`config.mk`:
```
export PLATFORM = sky130hd
export DESIGN_NAME = record_continuation_framer_unit_flat
export DESIGN_NICKNAME = d
export VERILOG_FILES = /design/src/design/rcf_pkg.sv /design/src/design/rcf_cmd_if.sv /design/src/design/rcf_res_if.sv /design/src/design/record_continuation_framer_unit.sv /design/src/design/rcf_front.sv /design/src/design/rcf_queue.sv /design/src/design/rcf_back.sv /design/src/flat_wrapper.sv
export SDC_FILE = /design/constraint.sdc
export NUM_CORES = 1
export LEC_CHECK = 0
export BUFFER_PORTS_ARGS = -buffer_cell sky130_fd_sc_hd__buf_2
export CAP_MARGIN = 20
export CORE_ASPECT_RATIO = 1.2
export CORE_MARGIN = 2
export CORE_UTILIZATION = 35
export CTS_BUF_LIST = sky130_fd_sc_hd__clkbuf_16
export CTS_CLUSTER_DIAMETER = 60
export CTS_CLUSTER_SIZE = 25
export DETAILED_ROUTE_END_ITERATION = 7
export SETUP_SLACK_MARGIN = 0.15
export SYNTH_ARGS = -nofsm -noshare
export SYNTH_HDL_FRONTEND = slang
export SYNTH_HIERARCHICAL = 1
export SYNTH_SLANG_ARGS = --single-unit
export TNS_END_PERCENT = 30
```
`constraint.sdc`:
```
create_clock -name clk -period 19.1 [get_ports clk]
set_clock_uncertainty 0.15 [all_clocks]
set_input_delay 3.82 -clock clk [delete_from_list [all_inputs] [get_ports clk]]
set_output_delay 3.82 -clock clk [all_outputs]
set_load 0.03 [all_outputs]
```
`src/design/rcf_pkg.sv`:
```
// Shared types and constants of the record continuation framer.
// No dependencies; all design files but the two interfaces refer to it by scoped names.
`timescale 1ns / 1ps

package rcf_pkg;

    // Command codes of an input item
    typedef enum logic [1:0] {
        CMD_START = 2'd0,
        CMD_WRITE = 2'd1,
        CMD_END   = 2'd2,
        CMD_SLICE = 2'd3
    } cmd_t;

    // Configuration register indexes
    localparam logic CFG_MAX_RECORD  = 1'b0;
    localparam logic CFG_CONTINUE_ID = 1'b1;

    localparam logic [15:0] MAX_RECORD_RESET  = 16'd8224;
    localparam logic [15:0] CONTINUE_ID_RESET = 16'd60;

    localparam logic [3:0] UNIT_MAX_BYTES = 4'd8;

    // Job queue between the front and back ends
    localparam int QDEPTH   = 4;
    localparam int QPTR_W   = $clog2(QDEPTH);
    localparam int QCOUNT_W = $clog2(QDEPTH + 1);

    // Emission job produced by one input item
    typedef struct packed {
        logic        has_patch;
        logic [31:0] patch_offset;
        logic [15:0] patch_value;
        logic        has_header;
        logic [15:0] hdr_id;
        logic [15:0] hdr_size;
        logic [3:0]  nbytes;
        logic [63:0] data;
    } job_t;

    typedef struct packed {
        logic valid;
        job_t job;
    } job_push_t;

    typedef struct packed {
        logic not_empty;
        logic full;
    } q_stat_t;

endpackage

```
`src/design/rcf_cmd_if.sv`:
```
// Command channel interface: valid/ready plus the fields of one input item.
// No dependencies.
`timescale 1ns / 1ps

interface rcf_cmd_if;
    logic        valid;
    logic        ready;
    logic [1:0]  cmd;
    logic [15:0] record_id;
    logic [31:0] predicted_size;
    logic [63:0] unit_data;
    logic [3:0]  unit_bytes;
    logic [15:0] slice_size;

    modport source (
        output valid, cmd, record_id, predicted_size, unit_data, unit_bytes, slice_size,
        input  ready
    );
    modport sink (
        input  valid, cmd, record_id, predicted_size, unit_data, unit_bytes, slice_size,
        output ready
    );
endinterface

```
`src/design/rcf_res_if.sv`:
```
// Result channel interface: valid/ready plus the fields of one result item.
// No dependencies.
`timescale 1ns / 1ps

interface rcf_res_if;
    logic        valid;
    logic        ready;
    logic        kind;
    logic [7:0]  out_byte;
    logic [31:0] patch_offset;
    logic [15:0] patch_value;
    logic        last;

    modport source (
        output valid, kind, out_byte, patch_offset, patch_value, last,
        input  ready
    );
    modport sink (
        input  valid, kind, out_byte, patch_offset, patch_value, last,
        output ready
    );
endinterface

```
`src/design/record_continuation_framer_unit.sv`:
```
// Record continuation framer, top level: front end, job queue and back end.
// Path of an item: queue entry, then the back end's job register, then the output register.
// The back end gives one result per cycle while the sink takes them; an item yields up to
// 13 results, and the byte-wide result register sets that rate.
// Reset (asynchronous, active low): framing state and registers to their reset values,
// queue empty, no result pending; no clearing pass.
`timescale 1ns / 1ps

module record_continuation_framer_unit (
    input  logic        clk,
    input  logic        rst_n,
    input  logic        cfg_we,
    input  logic        cfg_index,
    input  logic [15:0] cfg_data,
    rcf_cmd_if.sink     items,
    rcf_res_if.source   results
);

    // The front end takes a command item whenever the queue has room.
    // It owns all of the framing state (record size, limits, slice count, stream
    // position) and reduces every item to a job: an optional size patch, an
    // optional four-byte header, then zero to eight unit bytes. Items that give
    // no result (slice size, end without patch, empty write) push nothing.
    rcf_pkg::job_push_t push;
    rcf_pkg::job_t      head;
    rcf_pkg::q_stat_t   q_stat;
    logic               pop;

    rcf_front u_front (
        .clk       (clk),
        .rst_n     (rst_n),
        .cfg_we    (cfg_we),
        .cfg_index (cfg_index),
        .cfg_data  (cfg_data),
        .items     (items),
        .q_stat    (q_stat),
        .push      (push)
    );

    // Four-entry queue: lets commands run ahead while a long job drains.
    rcf_queue u_queue (
        .clk    (clk),
        .rst_n  (rst_n),
        .push   (push),
        .pop    (pop),
        .head   (head),
        .q_stat (q_stat)
    );

    // The back end walks each job one result a cycle and picks up the next job
    // in the same cycle as the last result of the current one, so there are no
    // bubbles between jobs while the sink keeps taking items.
    rcf_back u_back (
        .clk     (clk),
        .rst_n   (rst_n),
        .head    (head),
        .q_stat  (q_stat),
        .pop     (pop),
        .results (results)
    );

endmodule

```
`src/design/rcf_front.sv`:
```
// Front end: takes command items, keeps the framing state, builds emission jobs.
// Depends on rcf_pkg and rcf_cmd_if.
`timescale 1ns / 1ps

module rcf_front (
    input  logic                clk,
    input  logic                rst_n,
    input  logic                cfg_we,
    input  logic                cfg_index,
    input  logic [15:0]         cfg_data,
    rcf_cmd_if.sink             items,
    input  rcf_pkg::q_stat_t    q_stat,
    output rcf_pkg::job_push_t  push
);

    logic [15:0] max_record_size_reg, continue_id_reg;
    logic        in_record_reg, in_record_next;
    logic [15:0] current_size_reg, current_size_next;
    logic [15:0] current_limit_reg, current_limit_next;
    logic [15:0] continue_limit_reg, continue_limit_next;
    logic [15:0] slice_limit_reg, slice_limit_next;
    logic [15:0] slice_count_reg, slice_count_next;
    logic [31:0] pred_rem_reg, pred_rem_next;
    logic [15:0] header_size_reg, header_size_next;
    logic [31:0] size_field_pos_reg, size_field_pos_next;
    logic [31:0] stream_pos_reg, stream_pos_next;

    logic          accept;
    rcf_pkg::cmd_t cmd;
    logic [3:0]    len;
    logic          fit_over, slice_over, cont;
    logic [31:0]   pred_after;
    logic [15:0]   cont_hdr, start_hdr;
    logic [16:0]   slice_sum;
    logic [15:0]   slice_base;
    logic [3:0]    pos_step;
    rcf_pkg::job_t job;

    assign items.ready = !q_stat.full;
    assign accept      = items.valid && items.ready;
    assign cmd         = rcf_pkg::cmd_t'(items.cmd);
    assign len         = (items.unit_bytes > rcf_pkg::UNIT_MAX_BYTES)
                         ? rcf_pkg::UNIT_MAX_BYTES : items.unit_bytes;

    // continuation test of a write
    assign fit_over   = ({1'b0, current_size_reg} + {13'b0, len}) > {1'b0, current_limit_reg};
    assign slice_over = (slice_limit_reg != 16'd0) && (slice_count_reg == 16'd0) &&
                        (({1'b0, current_size_reg} + {1'b0, slice_limit_reg}) >
                         {1'b0, current_limit_reg});
    assign cont       = in_record_reg && (fit_over || slice_over);

    assign pred_after = pred_rem_reg - {16'b0, current_size_reg};
    assign cont_hdr   = (pred_after < {16'b0, continue_limit_reg})
                        ? pred_after[15:0] : continue_limit_reg;
    assign start_hdr  = (items.predicted_size < {16'b0, max_record_size_reg})
                        ? items.predicted_size[15:0] : max_record_size_reg;

    assign slice_base = cont ? 16'd0 : slice_count_reg;
    assign slice_sum  = {1'b0, slice_base} + {13'b0, len};

    always_comb
    begin
        in_record_next      = in_record_reg;
        current_size_next   = current_size_reg;
        current_limit_next  = current_limit_reg;
        continue_limit_next = continue_limit_reg;
        slice_limit_next    = slice_limit_reg;
        slice_count_next    = slice_count_reg;
        pred_rem_next       = pred_rem_reg;
        header_size_next    = header_size_reg;
        size_field_pos_next = size_field_pos_reg;
        pos_step            = 4'd0;

        job.has_patch    = 1'b0;
        job.patch_offset = size_field_pos_reg;
        job.patch_value  = current_size_reg;
        job.has_header   = 1'b0;
        job.hdr_id       = items.record_id;
        job.hdr_size     = start_hdr;
        job.nbytes       = 4'd0;
        job.data         = items.unit_data;

        unique case (cmd)
            rcf_pkg::CMD_START:
            begin
                continue_limit_next = max_record_size_reg;
                current_limit_next  = max_record_size_reg;
                pred_rem_next       = items.predicted_size;
                in_record_next      = 1'b1;
                size_field_pos_next = stream_pos_reg + 32'd2;
                header_size_next    = start_hdr;
                current_size_next   = 16'd0;
                slice_limit_next    = 16'd0;
                slice_count_next    = 16'd0;
                job.has_header      = 1'b1;
                pos_step            = 4'd4;
            end
            rcf_pkg::CMD_WRITE:
            begin
                job.nbytes = len;
                pos_step   = len;
                if (in_record_reg)
                begin
                    if (cont)
                    begin
                        job.has_patch       = (current_size_reg != header_size_reg);
                        job.has_header      = 1'b1;
                        job.hdr_id          = continue_id_reg;
                        job.hdr_size        = cont_hdr;
                        current_limit_next  = continue_limit_reg;
                        pred_rem_next       = pred_after;
                        header_size_next    = cont_hdr;
                        size_field_pos_next = stream_pos_reg + 32'd2;
                        pos_step            = len + 4'd4;
                        current_size_next   = {12'b0, len};
                    end
                    else
                    begin
                        current_size_next = current_size_reg + {12'b0, len};
                    end
                    if (slice_limit_reg != 16'd0)
                    begin
                        slice_count_next = (slice_sum >= {1'b0, slice_limit_reg})
                                           ? 16'd0 : slice_sum[15:0];
                    end
                    else if (cont)
                    begin
                        slice_count_next = 16'd0;
                    end
                end
            end
            rcf_pkg::CMD_END:
            begin
                if (in_record_reg)
                begin
                    job.has_patch  = (current_size_reg != header_size_reg);
                    in_record_next = 1'b0;
                end
            end
            rcf_pkg::CMD_SLICE:
            begin
                slice_limit_next = items.slice_size;
                slice_count_next = 16'd0;
            end
            default: ;
        endcase

        stream_pos_next = stream_pos_reg + {28'b0, pos_step};
    end

    assign push.valid = accept && (job.has_patch || job.has_header || (job.nbytes != 4'd0));
    assign push.job   = job;

    always_ff @(posedge clk or negedge rst_n)
    begin
        if (!rst_n)
        begin
            max_record_size_reg <= rcf_pkg::MAX_RECORD_RESET;
            continue_id_reg     <= rcf_pkg::CONTINUE_ID_RESET;
        end
        else if (cfg_we)
        begin
            if (cfg_index == rcf_pkg::CFG_MAX_RECORD)
                max_record_size_reg <= cfg_data;
            else if (cfg_index == rcf_pkg::CFG_CONTINUE_ID)
                continue_id_reg <= cfg_data;
        end
    end

    always_ff @(posedge clk or negedge rst_n)
    begin
        if (!rst_n)
        begin
            in_record_reg      <= 1'b0;
            current_size_reg   <= 16'd0;
            current_limit_reg  <= 16'd0;
            continue_limit_reg <= rcf_pkg::MAX_RECORD_RESET;
            slice_limit_reg    <= 16'd0;
            slice_count_reg    <= 16'd0;
            pred_rem_reg       <= 32'd0;
            header_size_reg    <= 16'd0;
            size_field_pos_reg <= 32'd0;
            stream_pos_reg     <= 32'd0;
        end
        else if (accept)
        begin
            in_record_reg      <= in_record_next;
            current_size_reg   <= current_size_next;
            current_limit_reg  <= current_limit_next;
            continue_limit_reg <= continue_limit_next;
            slice_limit_reg    <= slice_limit_next;
            slice_count_reg    <= slice_count_next;
            pred_rem_reg       <= pred_rem_next;
            header_size_reg    <= header_size_next;
            size_field_pos_reg <= size_field_pos_next;
            stream_pos_reg     <= stream_pos_next;
        end
    end

    // slice count always sits below an active slice size
    a_slice_count: assert property (@(posedge clk) disable iff (!rst_n)
        (slice_limit_reg != 16'd0) |-> (slice_count_reg < slice_limit_reg))
        else $error("slice count reached slice size");

    a_start_opens: assert property (@(posedge clk) disable iff (!rst_n)
        (accept && cmd == rcf_pkg::CMD_START) |=> in_record_reg)
        else $error("start did not open a record");

endmodule

```
`src/design/rcf_queue.sv`:
```
// Short job queue in flip-flops between the front and back ends.
// Depends on rcf_pkg.
`timescale 1ns / 1ps

module rcf_queue (
    input  logic               clk,
    input  logic               rst_n,
    input  rcf_pkg::job_push_t push,
    input  logic               pop,
    output rcf_pkg::job_t      head,
    output rcf_pkg::q_stat_t   q_stat
);

    rcf_pkg::job_t                  mem_reg [rcf_pkg::QDEPTH];
    logic [rcf_pkg::QPTR_W-1:0]     wr_ptr_reg, rd_ptr_reg;
    logic [rcf_pkg::QCOUNT_W-1:0]   count_reg, count_next;
    logic                           do_push, do_pop;

    assign q_stat.not_empty = (count_reg != '0);
    assign q_stat.full      = (count_reg == rcf_pkg::QCOUNT_W'(rcf_pkg::QDEPTH));
    assign head             = mem_reg[rd_ptr_reg];

    assign do_push = push.valid && !q_stat.full;
    assign do_pop  = pop && q_stat.not_empty;

    always_comb
    begin
        count_next = count_reg;
        if (do_push && !do_pop)
            count_next = count_reg + rcf_pkg::QCOUNT_W'(1);
        else if (do_pop && !do_push)
            count_next = count_reg - rcf_pkg::QCOUNT_W'(1);
    end

    always_ff @(posedge clk or negedge rst_n)
    begin
        if (!rst_n)
        begin
            wr_ptr_reg <= '0;
            rd_ptr_reg <= '0;
            count_reg  <= '0;
        end
        else
        begin
            if (do_push)
                wr_ptr_reg <= wr_ptr_reg + rcf_pkg::QPTR_W'(1);
            if (do_pop)
                rd_ptr_reg <= rd_ptr_reg + rcf_pkg::QPTR_W'(1);
            count_reg <= count_next;
        end
    end

    always_ff @(posedge clk)
    begin
        if (do_push)
            mem_reg[wr_ptr_reg] <= push.job;
    end

    // the front end must hold off while the queue is full
    a_no_overflow: assert property (@(posedge clk) disable iff (!rst_n)
        push.valid |-> !q_stat.full)
        else $error("job pushed into a full queue");

endmodule

```
`src/design/rcf_back.sv`:
```
// Back end: queued jobs to results in an output register, one per cycle unless stalled.
// Depends on rcf_pkg and rcf_res_if.
`timescale 1ns / 1ps

module rcf_back (
    input  logic              clk,
    input  logic              rst_n,
    input  rcf_pkg::job_t     head,
    input  rcf_pkg::q_stat_t  q_stat,
    output logic              pop,
    rcf_res_if.source         results
);

    typedef enum logic [3:0] {
        ST_IDLE  = 4'b0001,
        ST_PATCH = 4'b0010,
        ST_HDR   = 4'b0100,
        ST_DATA  = 4'b1000
    } state_t;

    state_t        state_reg, state_next, state_after, first_state;
    rcf_pkg::job_t job_reg;
    logic [1:0]    hdr_idx_reg, hdr_idx_next;
    logic [3:0]    cnt_reg, cnt_next;
    logic [63:0]   data_reg, data_next;

    logic          out_valid_reg;
    logic          out_kind_reg, out_last_reg;
    logic [7:0]    out_byte_reg;
    logic [31:0]   out_offset_reg;
    logic [15:0]   out_value_reg;

    logic          adv, produce, load, job_done;
    logic          res_kind;
    logic [7:0]    res_byte;
    logic [31:0]   res_offset;
    logic [15:0]   res_value;

    assign adv     = !out_valid_reg || results.ready;
    assign produce = adv && (state_reg != ST_IDLE);
    assign load    = q_stat.not_empty && ((state_reg == ST_IDLE) || (produce && job_done));
    assign pop     = load;

    always_comb
    begin
        if (head.has_patch)
            first_state = ST_PATCH;
        else if (head.has_header)
            first_state = ST_HDR;
        else
            first_state = ST_DATA;
    end

    // result of the current step
    always_comb
    begin
        res_kind     = 1'b0;
        res_byte     = 8'd0;
        res_offset   = 32'd0;
        res_value    = 16'd0;
        job_done     = 1'b0;
        state_after  = state_reg;
        hdr_idx_next = hdr_idx_reg;
        cnt_next     = cnt_reg;
        data_next    = data_reg;

        unique case (state_reg)
            ST_IDLE: ;
            ST_PATCH:
            begin
                res_kind   = 1'b1;
                res_offset = job_reg.patch_offset;
                res_value  = job_reg.patch_value;
                if (job_reg.has_header)
                    state_after = ST_HDR;
                else if (cnt_reg != 4'd0)
                    state_after = ST_DATA;
                else
                    job_done = 1'b1;
            end
            ST_HDR:
            begin
                case (hdr_idx_reg)
                    2'd0:    res_byte = job_reg.hdr_id[7:0];
                    2'd1:    res_byte = job_reg.hdr_id[15:8];
                    2'd2:    res_byte = job_reg.hdr_size[7:0];
                    default: res_byte = job_reg.hdr_size[15:8];
                endcase
                hdr_idx_next = hdr_idx_reg + 2'd1;
                if (hdr_idx_reg == 2'd3)
                begin
                    if (cnt_reg != 4'd0)
                        state_after = ST_DATA;
                    else
                        job_done = 1'b1;
                end
            end
            ST_DATA:
            begin
                res_byte  = data_reg[7:0];
                data_next = data_reg >> 8;
                cnt_next  = cnt_reg - 4'd1;
                if (cnt_reg == 4'd1)
                    job_done = 1'b1;
            end
            default: ;
        endcase
    end

    always_comb
    begin
        if (load)
            state_next = first_state;
        else if (produce)
            state_next = job_done ? ST_IDLE : state_after;
        else
            state_next = state_reg;
    end

    always_ff @(posedge clk or negedge rst_n)
    begin
        if (!rst_n)
        begin
            state_reg     <= ST_IDLE;
            out_valid_reg <= 1'b0;
        end
        else
        begin
            state_reg <= state_next;
            if (produce)
                out_valid_reg <= 1'b1;
            else if (results.ready)
                out_valid_reg <= 1'b0;
        end
    end

    always_ff @(posedge clk)
    begin
        if (load)
        begin
            job_reg     <= head;
            cnt_reg     <= head.nbytes;
            data_reg    <= head.data;
            hdr_idx_reg <= 2'd0;
        end
        else if (produce)
        begin
            cnt_reg     <= cnt_next;
            data_reg    <= data_next;
            hdr_idx_reg <= hdr_idx_next;
        end
        if (produce)
        begin
            out_kind_reg   <= res_kind;
            out_byte_reg   <= res_byte;
            out_offset_reg <= res_offset;
            out_value_reg  <= res_value;
            out_last_reg   <= job_done;
        end
    end

    assign results.valid        = out_valid_reg;
    assign results.kind         = out_kind_reg;
    assign results.out_byte     = out_byte_reg;
    assign results.patch_offset = out_offset_reg;
    assign results.patch_value  = out_value_reg;
    assign results.last         = out_last_reg;

    a_data_left: assert property (@(posedge clk) disable iff (!rst_n)
        (state_reg == ST_DATA) |-> (cnt_reg != 4'd0))
        else $error("data phase with no bytes left");

    a_patch_job: assert property (@(posedge clk) disable iff (!rst_n)
        (state_reg == ST_PATCH) |-> job_reg.has_patch)
        else $error("patch phase for a job without a patch");

    a_load_empty: assert property (@(posedge clk) disable iff (!rst_n)
        (state_reg == ST_IDLE && !q_stat.not_empty) |=> (state_reg == ST_IDLE))
        else $error("job started with nothing queued");

endmodule

```
`src/flat_wrapper.sv`:
```
// flat-port wrapper written by rule: the top's interface ports become plain ports
module record_continuation_framer_unit_flat 
  (clk, rst_n, cfg_we, cfg_index, cfg_data, items_valid, items_cmd, items_record_id, items_predicted_size, items_unit_data, items_unit_bytes, items_slice_size, items_ready, results_valid, results_kind, results_out_byte, results_patch_offset, results_patch_value, results_last, results_ready);
  rcf_cmd_if items_i ();
  rcf_res_if results_i ();
  input  logic clk;
  input  logic rst_n;
  input  logic cfg_we;
  input  logic cfg_index;
  input  logic [15:0] cfg_data;
  input wire logic [$bits(items_i.valid)-1:0] items_valid;
  input wire logic [$bits(items_i.cmd)-1:0] items_cmd;
  input wire logic [$bits(items_i.record_id)-1:0] items_record_id;
  input wire logic [$bits(items_i.predicted_size)-1:0] items_predicted_size;
  input wire logic [$bits(items_i.unit_data)-1:0] items_unit_data;
  input wire logic [$bits(items_i.unit_bytes)-1:0] items_unit_bytes;
  input wire logic [$bits(items_i.slice_size)-1:0] items_slice_size;
  output wire logic [$bits(items_i.ready)-1:0] items_ready;
  output wire logic [$bits(results_i.valid)-1:0] results_valid;
  output wire logic [$bits(results_i.kind)-1:0] results_kind;
  output wire logic [$bits(results_i.out_byte)-1:0] results_out_byte;
  output wire logic [$bits(results_i.patch_offset)-1:0] results_patch_offset;
  output wire logic [$bits(results_i.patch_value)-1:0] results_patch_value;
  output wire logic [$bits(results_i.last)-1:0] results_last;
  input wire logic [$bits(results_i.ready)-1:0] results_ready;
  assign items_i.valid = items_valid;
  assign items_i.cmd = items_cmd;
  assign items_i.record_id = items_record_id;
  assign items_i.predicted_size = items_predicted_size;
  assign items_i.unit_data = items_unit_data;
  assign items_i.unit_bytes = items_unit_bytes;
  assign items_i.slice_size = items_slice_size;
  assign items_ready = items_i.ready;
  assign results_valid = results_i.valid;
  assign results_kind = results_i.kind;
  assign results_out_byte = results_i.out_byte;
  assign results_patch_offset = results_i.patch_offset;
  assign results_patch_value = results_i.patch_value;
  assign results_last = results_i.last;
  assign results_i.ready = results_ready;
  record_continuation_framer_unit u_core (.clk(clk), .rst_n(rst_n), .cfg_we(cfg_we), .cfg_index(cfg_index), .cfg_data(cfg_data), .items(items_i), .results(results_i));
endmodule
```
* After elaboration in Yosys (flattened, before gate mapping) *
Memories as Yosys holds them, arrays and structs flattened.
Index checks and enable logic that the tools add are counted.

word-level totals
  bits in registers = 446
  word-level logic and storage cells = 183
  output and inout bits = 60
  RAM bits = 600
  memories = 1

memory list
  memory                  words  bits a word  read ports  clocked after memory_dff  write ports  line             source
  u_core.u_queue.mem_reg  4      150          1           0                         1            rcf_queue.sv:14  rcf_pkg::job_t mem_reg [rcf_pkg::QDEPTH];

operators by class
  $add $sub $neg = 14
  magnitude comparators = 6
  bitwise gates (word level) = 1
  multiplexer cells = 65
  eq/ne operators = 17
  reduce and logical (&&, ||, !) cells = 49

operators with widths
  kind                   number
  $mux 16                12
  $mux 64                3
  $pmux 16 s2            5
  $mux 32                4
  $pmux 32 s2            2
  $mux 33                2
  $lt 32x16->1           2
  $mux 4                 14
  $mux 36                1
  $add 16x4->17          2
  $gt 17x16->1           2
  $add 32x2->32 const B  1
  $add 32x4->32          1
  $sub 32x16->32         1
  $pmux 8 s3             1
  $add 16x16->17         1
  $ge 17x16->1           1
  $add 16x4->16          1
  $logic_not 16->1       1
  $ne 16x16->1           1
  $pmux 4 s2             2
  $pmux 8 s2             1
  $reduce_bool 16->1     1
  $reduce_bool 2->1      8
  31 further kinds       82

* Depth between registers and ports, before layout *
Gate-level depths: netlist of run 1.

  depth after elaboration = 17
  gate-level depth with buffers = 39
  depth with buffers taken out = 36

* By module *
Netlist of run 1, hierarchy kept.

by module, submodules not included
  module     area an instance (um2)  times used  cells each
  rcf_queue  22027.4                 1           819
  rcf_front  16485.8                 1           1889
  rcf_back   8184.1                  1           448

* Worst setup path before layout of run 1 *
No wires, ideal clock.

  kind = input to register
  start point = input port items_unit_bytes[1]
  end point = memory u_core/u_queue/mem_reg[0][0] in the netlist's numbering (enable)
  data required time = 18.422 ns
  library setup time = 0.528 ns
  stages = 24
  slack = 7.083 ns
  data arrival time = 11.339 ns
  cells stage by stage = nor2b_1 > clkbuf_1 > xnor2_1 > ha_1 > o211ai_1 > nand2_1 > nand3_1 > nor3_1 > nand3_1 > xnor2_1 > ha_1 > nand3_1 > or2_2 > a32o_1 > a21oi_1 > a211o_1 > buf_4 > nand2_1 > clkbuf_1 > a21oi_1 > o31a_1 > nor2b_1 > buf_2 > and2_1

RTL lines
  item                line                source
  start: declaration  flat_wrapper.sv:16  input wire logic [$bits(items_i.unit_bytes)-1:0] items_unit_bytes;
  end: declaration    rcf_queue.sv:14

* Final worst setup path of run 1 *
  start point = input port items_unit_bytes[3]
  end point = register u_core.u_front.slice_count_reg[4]

between the ends
  longest elaborated chain between the ends = 13

RTL lines
  item                    line              source
  $gt 4x4->1              rcf_front.sv:42   assign len = (items.unit_bytes > rcf_pkg::UNIT_MAX_BYTES)
  $mux 4 (*)              rcf_front.sv:43   ? rcf_pkg::UNIT_MAX_BYTES : items.unit_bytes;
  $add 16x4->17           rcf_front.sv:46   assign fit_over = ({1'b0, current_size_reg} + {13'b0, len}) > {1'b0, current_limit_reg};
  $gt 17x16->1            rcf_front.sv:46
  $logic_or 1x1->1        rcf_front.sv:50   assign cont = in_record_reg && (fit_over || slice_over);
  $logic_and 1x1->1       rcf_front.sv:50
  $mux 16                 rcf_front.sv:58   assign slice_base = cont ? 16'd0 : slice_count_reg;
  $add 16x4->17           rcf_front.sv:59   assign slice_sum = {1'b0, slice_base} + {13'b0, len};
  $ge 17x16->1            rcf_front.sv:123  slice_count_next = (slice_sum >= {1'b0, slice_limit_reg})
  $mux 16                 rcf_front.sv:124  ? 16'd0 : slice_sum[15:0];
  $mux 16 (*)             rcf_front.sv:121  if (slice_limit_reg != 16'd0)
  $mux 16 (*)             rcf_front.sv:102  if (in_record_reg)
  $pmux 16 s2 (*)         rcf_front.sv:83   unique case (cmd)
  end signal: assignment  rcf_front.sv:192  slice_count_reg <= slice_count_next;
  end: declaration        rcf_front.sv:22   logic [15:0] slice_count_reg, slice_count_next;

Mark *: on every way between the ends. The rest lies on a longest branch, timed or not. The select of a mux whose other input is x is not followed.
A chain may end at the register's enable or synchronous reset.

==> impl_summary.log, run 1 <==
[metrics] distinct cell type count after synthesis: 87
[metrics] number of buffers inserted for hold repair after clock tree synthesis: 0
[metrics] die area: 0.136 mm2
[metrics] combined global-route utilization of all metal layers: 16.6%
[metrics] max-capacitance violation count: 0
[metrics] Peak supply drop: 64.0 uV
[metrics] utilization after layout: 39.4%
[metrics] number of pins with negative max-slew slack in the final report: 0
[metrics] slack of the worst reg-to-reg path: 8.67 ns
[metrics] TritonCTS clock tree: done
[metrics] worst-skew pair later-pin latency: 0.71 ns
[metrics] fraction of registers with async set/reset: 22.7%
[metrics] max FFs per register: 600
[metrics] largest fanout of any net on the critical path: 22
[metrics] DPL Wire Length: 75,200 um
[metrics] final routed wirelength across all metal layers: 114,000 um
[metrics] clock transition at the registers of the reported paths: 0.09 ns
[metrics] CP max stage cell: sky130_fd_sc_hd__nor2b_1
[metrics] path depth of the worst reg2reg path: 35
[metrics] ratio of final minimum period to clock period: 69.3%
[metrics] actual transition at the worst max-transition pin: 1.09 ns
[metrics] core region area: 0.132 mm2
[metrics] final hold violation count: 0
[metrics] post-synthesis instance area: 0.0467 mm2
[metrics] commonest non-fill, non-tap cell in the layout: sky130_fd_sc_hd__edfxtp_1
[metrics] TritonCTS buffer count: 82
[metrics] part of the total power dissipated in sequential elements: 48.4%
[metrics] Levels on crit path: 36
[metrics] instance count of the mapped netlist: 3,156
[metrics] dpl cell area: 0.0491 mm2
[metrics] Crit path largest cell delay: 0.69 ns
[metrics] H-Tree Depth: 3
[metrics] fmax: 0.0756 GHz
[metrics] fillers: 12,373
[metrics] clock network fraction of total power: 30.8%
[metrics] total vias in the final route: 26,388
[metrics] leakage power summed over all cells: 18.3 nW
[metrics] Crit path required time: 19.57 ns
[metrics] largest delay contributor family on the critical path: simple AND/OR/NAND/NOR gates
[metrics] worst slack at placement: 5.25 ns
[metrics] number of input and output port buffers inserted: 215
[metrics] number of rows in the core area: 146
[metrics] switching power share of the total: 31.6%
[metrics] nets: 3,580
[metrics] total number of clock tree sinks: 1,046
[metrics] end of the critical path: u_core/u_front/slice_count_reg[4]$_DFFE_PN0P_
[metrics] number of DRC markers in iteration 0: 2,019
[metrics] CP Capture Type: flip-flop
[metrics] most frequent cell on the critical path: sky130_fd_sc_hd__nand3_1
[metrics] setup tns final: 0 ns
[metrics] combinational group share of total power: 20.9%
[metrics] antenna viol nets, final: 0
[metrics] status: finished, final reports clean
[metrics] Yosys reg bits: 1,046
[metrics] count of pins on the block boundary: 216
[metrics] number of search-and-repair iterations in the first detailed-routing pass: 8
[metrics] EDFF count, synth: 807
[metrics] slack of the critical path: 5.87 ns
[metrics] Yosys Warn Count: 6
[metrics] root buf cell: sky130_fd_sc_hd__clkbuf_16
[metrics] layout cells sized above 1: 19.9%
[metrics] startpoint of the most critical setup path: items_unit_bytes[3]
[metrics] relative slew slack: 27.3%
[metrics] power dissipated by switching net loads: 1.92 mW
[metrics] antenna violations before repair: 24
[metrics] endpoints failing setup: 0
[metrics] CP Class: primary input to flip-flop
[metrics] endpoint of the most critical register-to-register path: u_core/u_front/slice_count_reg[4]$_DFFE_PN0P_
[metrics] Pwr Total: 6.06 mW
[metrics] shortest clock period the worst path allows after layout: 13.23 ns
[metrics] HP Class: flip-flop to flip-flop
[metrics] average wire per standard cell: 22.1 um
[metrics] setup repair after global routing missed its margin: no
[metrics] Die Y: 404 um
[metrics] P&R area growth vs syn: 11.7%
[metrics] routability-driven placement congestion ratio: 0.866
[metrics] Worst Path Buf+Inv: 1
[metrics] critical register-to-register path startpoint: u_core/u_front/current_size_reg[1]$_DFFE_PN0P_
[metrics] gr ovfl total: 0
[metrics] largest net degree at the start of global routing: 152
[metrics] most frequently used flop master after synthesis: sky130_fd_sc_hd__edfxtp_1
[metrics] vias in the first global route: 26,296
[metrics] maximum count of clock buffers along a single path: 3
[metrics] synthesized net count: 3,456
[metrics] critical path launch point type: primary input
[metrics] wire length of the first global-routing pass: 169,000 um
[metrics] effective utilization at floorplan: 35.3%
[metrics] commonest cells after routing, fill and taps aside: sky130_fd_sc_hd__edfxtp_1, sky130_fd_sc_hd__nand2_1, sky130_fd_sc_hd__dfrtp_1
[metrics] power density of the placed cells: 116 mW/mm2
[metrics] width of the chip: 337 um
[metrics] cell-internal power: 4.15 mW
[metrics] number of remaining DRC errors: 0
[metrics] count of buffers added by post-CTS timing repair for setup: 0
[metrics] mean instance size in the synthesized netlist: 14.8 um2
[metrics] Gates resized, CTS repair: 0
[metrics] arrival time of the worst setup path: 13.70 ns
[metrics] sequential cell area fraction in the yosys report: 64.7%
[metrics] post-DR vias/cell: 5.14
[metrics] final cell area excluding filler cells: 0.0522 mm2
-- cells in the mapped netlist, types with 9 or more instances --
cell	count	area, um2
sky130_fd_sc_hd__a211oi_1	12	90.1
sky130_fd_sc_hd__nand2_1	264	991
sky130_fd_sc_hd__edfxtp_1	807	24200
sky130_fd_sc_hd__nor2b_1	16	100
sky130_fd_sc_hd__a31oi_1	11	68.8
sky130_fd_sc_hd__nand4_1	24	150
sky130_fd_sc_hd__buf_2	32	160
sky130_fd_sc_hd__dfstp_2	9	236
sky130_fd_sc_hd__mux2_1	14	158
sky130_fd_sc_hd__and2_1	76	475
sky130_fd_sc_hd__or3_1	10	62.6
sky130_fd_sc_hd__o21ai_0	183	916
sky130_fd_sc_hd__dfrtp_1	228	5710
sky130_fd_sc_hd__o21a_1	9	67.6
sky130_fd_sc_hd__nor4_1	26	163
sky130_fd_sc_hd__nor2_1	107	402
sky130_fd_sc_hd__mux4_2	150	3380
sky130_fd_sc_hd__o21ai_1	24	120
sky130_fd_sc_hd__and3_1	15	93.8
sky130_fd_sc_hd__ha_1	140	1750
sky130_fd_sc_hd__mux2_2	82	923
sky130_fd_sc_hd__xnor2_1	80	701
sky130_fd_sc_hd__xor2_1	56	490
sky130_fd_sc_hd__nand2b_1	16	100
sky130_fd_sc_hd__a21o_1	34	255
sky130_fd_sc_hd__a21oi_1	92	460
sky130_fd_sc_hd__buf_6	20	225
sky130_fd_sc_hd__o22ai_1	14	87.6
sky130_fd_sc_hd__nand3_1	55	275
sky130_fd_sc_hd__a22o_1	14	123
sky130_fd_sc_hd__a222oi_1	9	90.1
sky130_fd_sc_hd__mux2i_1	95	951
sky130_fd_sc_hd__inv_1	118	443
sky130_fd_sc_hd__nor3_1	24	120
sky130_fd_sc_hd__buf_4	67	503
sky130_fd_sc_hd__clkbuf_1	74	278
-- final cells by class --
| class | count | area, um2 | share of cell area (%) |
|---|---|---|---|
| antenna | 7 | 17.5 | 0.0336 |
| clock buffer | 87 | 2180 | 4.17 |
| clock inverter | 66 | 800 | 1.53 |
| inverter | 119 | 447 | 0.856 |
| multi-input combinational | 1789 | 14900 | 28.6 |
| sequential | 1046 | 30200 | 57.9 |
| tap | 1776 | 2220 | 4.26 |
| timing repair buffer | 242 | 1380 | 2.65 |
-- through the flow --
step	instances	hold WS (ns)
after floorplan	3156	0.297
after global placement	4971	0.316
after detailed placement	4971	0.321
after CTS	5124	0.345
after global routing	5125	0.352
final	5132	0.342
-- cells by family (layout without fill, tap and decap cells) --
| group | Yosys count | count (layout) | synth area share [%] |
|---|---|---|---|
| DFF | 1046 | 1046 | 64.7 |
| and+or+nand+nor | 674 | 674 | 7.06 |
| AOI/OAI and AO/OA | 492 | 492 | 6.59 |
| muxes | 342 | 342 | 11.6 |
| buffers and inverters | 321 | 514 | 3.53 |
| adders and majority gates | 145 | 145 | 3.94 |
| xor gates and xnor gates | 136 | 136 | 2.55 |
| other | 0 | 7 | 0 |
-- how the worst min path moves through the flow --
| stage | from | end | slack [ns] | cells after the start |
|---|---|---|---|---|
| 3_5_place_dp | u_core/u_front/current_limit_reg[7]$_DFFE_PN0P_ | u_core/u_front/current_limit_reg[7]$_DFFE_PN0P_ | 0.32 | 2 |
| 3_3_place_gp | u_core/u_queue/count_reg[2]$_DFFE_PN0P_ | u_core/u_queue/count_reg[2]$_DFFE_PN0P_ | 0.32 | 1 |
| 2_1_floorplan | u_core/u_queue/count_reg[2]$_DFFE_PN0P_ | u_core/u_queue/count_reg[2]$_DFFE_PN0P_ | 0.30 | 1 |
| 4_1_cts | u_core/u_front/pred_rem_reg[14]$_DFFE_PN0P_ | u_core/u_front/pred_rem_reg[14]$_DFFE_PN0P_ | 0.34 | 2 |
| 5_1_grt | u_core/u_front/stream_pos_reg[31]$_DFFE_PN0P_ | u_core/u_front/stream_pos_reg[31]$_DFFE_PN0P_ | 0.35 | 1 |
| 6_report | u_core/u_front/stream_pos_reg[31]$_DFFE_PN0P_ | u_core/u_front/stream_pos_reg[31]$_DFFE_PN0P_ | 0.34 | 1 |
-- layer usage --
layer	vias up	global-route usage, %	routed length (um)
li1	12152	-	-
met1	13369	22.3	49400
met2	652	27.2	54700
met3	193	3.05	6510
met4	22	4.94	2890
met5	-	0	140
-- power by group through the flow --
stage	registers, mW	clock network (mW)	logic [mW]
final	2.93	1.86	1.27
after global routing	2.96	2.00	1.41
after CTS	2.93	1.92	1.27
after detailed placement	2.98	0	1.26
after global placement	2.97	0	1.25
after floorplan	2.95	0	0.892
No activity file was read; power rests on OpenSTA's default activity.
==> run 2, diff against run 1 <==
--- a/config.mk
+++ b/config.mk
@@ -5,6 +5,7 @@
 export SDC_FILE = /design/constraint.sdc
 export NUM_CORES = 1
 export LEC_CHECK = 0
+export ABC_AREA = 1
 export BUFFER_PORTS_ARGS = -buffer_cell sky130_fd_sc_hd__buf_2
 export CAP_MARGIN = 20
 export CORE_ASPECT_RATIO = 1.2
==> constraint.sdc (replaced) <==
create_clock -name clk -period 12.2 [get_ports clk]
set_clock_uncertainty 0.15 [all_clocks]
set_input_delay 2.44 -clock clk [delete_from_list [all_inputs] [get_ports clk]]
set_output_delay 2.44 -clock clk [all_outputs]
set_load 0.03 [all_outputs]
==> impl_summary.log, run 2 <==
[metrics] parity-gate share of the synthesized area counting xor and xnor cells: 2.34% (-0.21 points)
[metrics] DPL Wire Length: 81,100 um (+7.9%)
[metrics] ratio of final minimum period to clock period: 77.1%
[metrics] startpoint of the worst hold path: u_core/u_front/slice_count_reg[9]$_DFFE_PN0P_
[metrics] number of rows in the core area: 150 (+2.7%)
[metrics] worst-skew pair later-pin latency: 0.72 ns (about the same)
[metrics] commonest non-fill, non-tap cell in the layout: sky130_fd_sc_hd__nand2_1
[metrics] final hold violation count: 0 (unchanged)
[metrics] relative slew slack: 17.7% (-9.7 points)
[metrics] distinct cell type count after synthesis: 57 (-34%)
[metrics] largest fanout of any net on the critical path: 50 (+130%)
[metrics] post-DR vias/cell: 4.87 (-5.3%)
[metrics] count of buffers added by post-CTS timing repair for setup: 0 (unchanged)
[metrics] mean instance size in the synthesized netlist: 10.4 um2 (-29%)
[metrics] max FFs per register: 600 (unchanged)
[metrics] antenna viol nets, final: 0 (unchanged)
[metrics] highest metal used: met5
[metrics] count of placed standard cells in the final layout, fillers left out: 6,721 (+31%)
[metrics] hold endpoint: u_core/u_front/slice_count_reg[9]$_DFFE_PN0P_
[metrics] CP Capture Type: flip-flop
[metrics] largest net degree at the start of global routing: 311 (+100%)
[metrics] arrival time of the worst setup path: 9.59 ns (-4.11 ns)
[metrics] nets: 5,113 (+43%)
[metrics] list of most frequent post-synthesis cells: sky130_fd_sc_hd__nand2_1, sky130_fd_sc_hd__edfxtp_1, sky130_fd_sc_hd__inv_1
[metrics] synthesized net count: 5,030 (+46%)
[metrics] top-area cell type share of the netlist area: 49.1% (-2.8 points)
[metrics] shortest clock period the worst path allows after layout: 9.41 ns
[metrics] adder-cell share of the synthesized area: 3.71% (-0.23 points)
[metrics] setup tns final: 0 ns (unchanged)
[metrics] maximum count of clock buffers along a single path: 3 (unchanged)
[metrics] number of buffers inserted for hold repair after clock tree synthesis: 0 (unchanged)
[metrics] Yosys Warn Count: 6 (unchanged)
[metrics] actual transition at the worst max-transition pin: 1.23 ns (+0.145 ns)
[metrics] instance count of the mapped netlist: 4,730 (+50%)
[metrics] final routed wirelength across all metal layers: 121,000 um (+6.5%)
[metrics] Peak supply drop: 250 uV (+290%)
[metrics] routability-driven placement congestion ratio: 0.874 (+0.85%)
[metrics] routed wire length on met2: 58,400 um (+6.9%)
[metrics] final cell area excluding filler cells: 0.0548 mm2 (+5.0%)
[metrics] post-placement cell count: 6,544 (+32%)
[metrics] critical register-to-register path startpoint: u_core/u_front/current_size_reg[5]$_DFFE_PN0P_
[metrics] sequential cell area fraction in the yosys report: 61.2% (-3.5 points)
[metrics] P&R area growth vs syn: 11.0%
[metrics] number of input and output port buffers inserted: 215 (unchanged)
[metrics] status: finished, final reports clean
[metrics] Yosys reg bits: 1,046 (unchanged)
[metrics] root buf cell: sky130_fd_sc_hd__clkbuf_16
[metrics] number of remaining DRC errors: 0 (unchanged)
[metrics] utilization after layout: 39.2% (-0.20 points)
[metrics] number of cells traversed by the worst hold path: 2 (+1)
[metrics] antenna violations before repair: 33 (+38%)
[metrics] HP Class: flip-flop to flip-flop
[metrics] post-synthesis compound-gate area fraction: 9.75% (+3.2 points)
[metrics] leakage power summed over all cells: 23.1 nW (+26%)
[metrics] H-Tree Depth: 3 (unchanged)
[metrics] largest area contributor in the synthesized netlist: sky130_fd_sc_hd__edfxtp_1
[metrics] worst slack at placement: 2.04 ns (-3.21 ns)
[metrics] clock transition at the registers of the reported paths: 0.06 ns (-0.03 ns)
[metrics] Crit path required time: 12.38 ns (-7.19 ns)
[metrics] Simple-Gate Fraction of Synth Area: 14.1% (+7.0 points)
[metrics] most frequently used flop master after synthesis: sky130_fd_sc_hd__edfxtp_1
[metrics] number of DRC markers in iteration 0: 2,089 (+3.5%)
[metrics] most frequent cell on the critical path: sky130_fd_sc_hd__nor2_1
[metrics] count of pins on the block boundary: 216 (unchanged)
[metrics] dpl cell area: 0.0514 mm2 (+4.5%)
[metrics] fraction of registers with async set/reset: 22.7% (unchanged)
[metrics] width of the chip: 347 um (+2.8%)
[metrics] worst hold slack: 0.336 ns (-0.00618 ns)
[metrics] endpoints failing setup: 0 (unchanged)
[metrics] combined global-route utilization of all metal layers: 16.6% (about the same)
[metrics] number of pins with negative max-slew slack in the final report: 0 (unchanged)
[metrics] die area: 0.144 mm2 (+5.6%)
[metrics] total number of clock tree sinks: 1,046 (unchanged)
[metrics] met3 WL post-DR: 6380 um (-2.1%)
[metrics] TritonCTS buffer count: 90 (+9.8%)
[metrics] endpoint of the most critical register-to-register path: u_core/u_queue/mem_reg[1][120]$_DFFE_PP_
[metrics] total vias in the final route: 32,741 (+24%)
[metrics] CP max stage cell: sky130_fd_sc_hd__nor2_4
[metrics] Crit path largest cell delay: 0.78 ns (+0.09 ns)
[metrics] mux cell area share after synthesis: 0% (-12 points)
[metrics] Pwr Total: 12.3 mW (+100%)
[metrics] dominant cell by count in the synthesized netlist: sky130_fd_sc_hd__nand2_1
[metrics] max-capacitance violation count: 0 (unchanged)
[metrics] TritonCTS clock tree: done
[metrics] average wire per standard cell: 18.0 um (-19%)
[metrics] slack of the worst reg-to-reg path: 3.96 ns (-4.71 ns)
[metrics] effective utilization at floorplan: 35.4% (+0.042 points)
[metrics] post-synthesis instance area: 0.0494 mm2 (+5.7%)
[metrics] power density of the placed cells: 224 mW/mm2 (+93%)
[metrics] Die Y: 415 um (+2.8%)
[metrics] core region area: 0.140 mm2 (+5.6%)
[metrics] layout cells sized above 1: 10.4% (-9.5 points)
[metrics] gr ovfl total: 0 (unchanged)
[metrics] wire length of the first global-routing pass: 184,000 um (+9.1%)
[metrics] EDFF count, synth: 807 (unchanged)
[metrics] number of search-and-repair iterations in the first detailed-routing pass: 5 (-3)
[metrics] fillers: 13,638 (+10%)
[metrics] commonest cells after routing, fill and taps aside: sky130_fd_sc_hd__nand2_1, sky130_fd_sc_hd__edfxtp_1, sky130_fd_sc_hd__inv_1
[metrics] vias in the first global route: 31,256 (+19%)
[metrics] top area cells in the synthesized netlist: sky130_fd_sc_hd__edfxtp_1, sky130_fd_sc_hd__dfrtp_1, sky130_fd_sc_hd__nand2_1, sky130_fd_sc_hd__inv_1, sky130_fd_sc_hd__o211ai_1
[metrics] setup repair after global routing missed its margin: no
[metrics] path depth of the worst reg2reg path: 31 (-11%)
[metrics] Gates resized, CTS repair: 0 (unchanged)
[metrics] critical path launch point type: primary input
[metrics] slack of the critical path: 2.79 ns (-3.08 ns)
[metrics] main combinational cell family by area after synthesis: simple AND/OR/NAND/NOR gates
[metrics] CP Class: primary input to flip-flop
[metrics] fmax: 0.106 GHz
[metrics] M1 WL: 51,800 um (+4.9%)
## run 2: layer usage
layer  GRT usage [%]  vias up
li1                -    16073
met1            21.0    15673
met3            3.21      228
met2            27.9      733
met4            6.24       34
met5               0        -
## run 2: worst max path at each step
stage	cells past startpoint	start	slack, ns	endpoint
floorplan	33	items_unit_bytes[2]	-1.0	u_core/u_queue/mem_reg[0][0]$_DFFE_PP_
global placement	33	items_unit_bytes[3]	2.16	u_core/u_queue/mem_reg[1][145]$_DFFE_PP_
detailed placement	32	items_unit_bytes[3]	2.04	u_core/u_queue/mem_reg[1][134]$_DFFE_PP_
CTS	32	items_unit_bytes[3]	2.80	u_core/u_queue/mem_reg[1][120]$_DFFE_PP_
global route	32	items_unit_bytes[3]	2.00	u_core/u_queue/mem_reg[1][120]$_DFFE_PP_
finish	32	items_unit_bytes[3]	2.79	u_core/u_queue/mem_reg[1][120]$_DFFE_PP_
## run 2: kinds of logic after synthesis
logic type                 count (synthesis)
and+or+nand+nor                         1687
DFF                                     1046
buffers and inverters                    953
AOI/OAI and AO/OA                        768
adders and majority gates                144
xor gates and xnor gates                 132
## run 2: area by class of cell
type	instances	area [um2]	area share, %
timing repair buffer	251	1450	2.65
antenna	6	15.0	0.0274
inverter	693	2630	4.80
tap	1824	2280	4.16
multi-input combinational	2731	14800	27.1
clock buffer	91	2280	4.16
sequential	1046	30200	55.1
clock inverter	79	1090	2.00
## run 2: worst max-delay path: cells and delay by family
family | cells | cell delay, ns
simple gates | 19 | 4.31
buf+inv | 7 | 1.45
compound gates | 3 | 0.56
fa+ha+maj | 2 | 0.54
xor+xnor | 1 | 0.23
## run 2: where the power goes
part | internal, mW | switching [mW]
Clock | 1.64 | 1.55
Combinational | 1.21 | 2.80
Sequential | 4.71 | 0.369
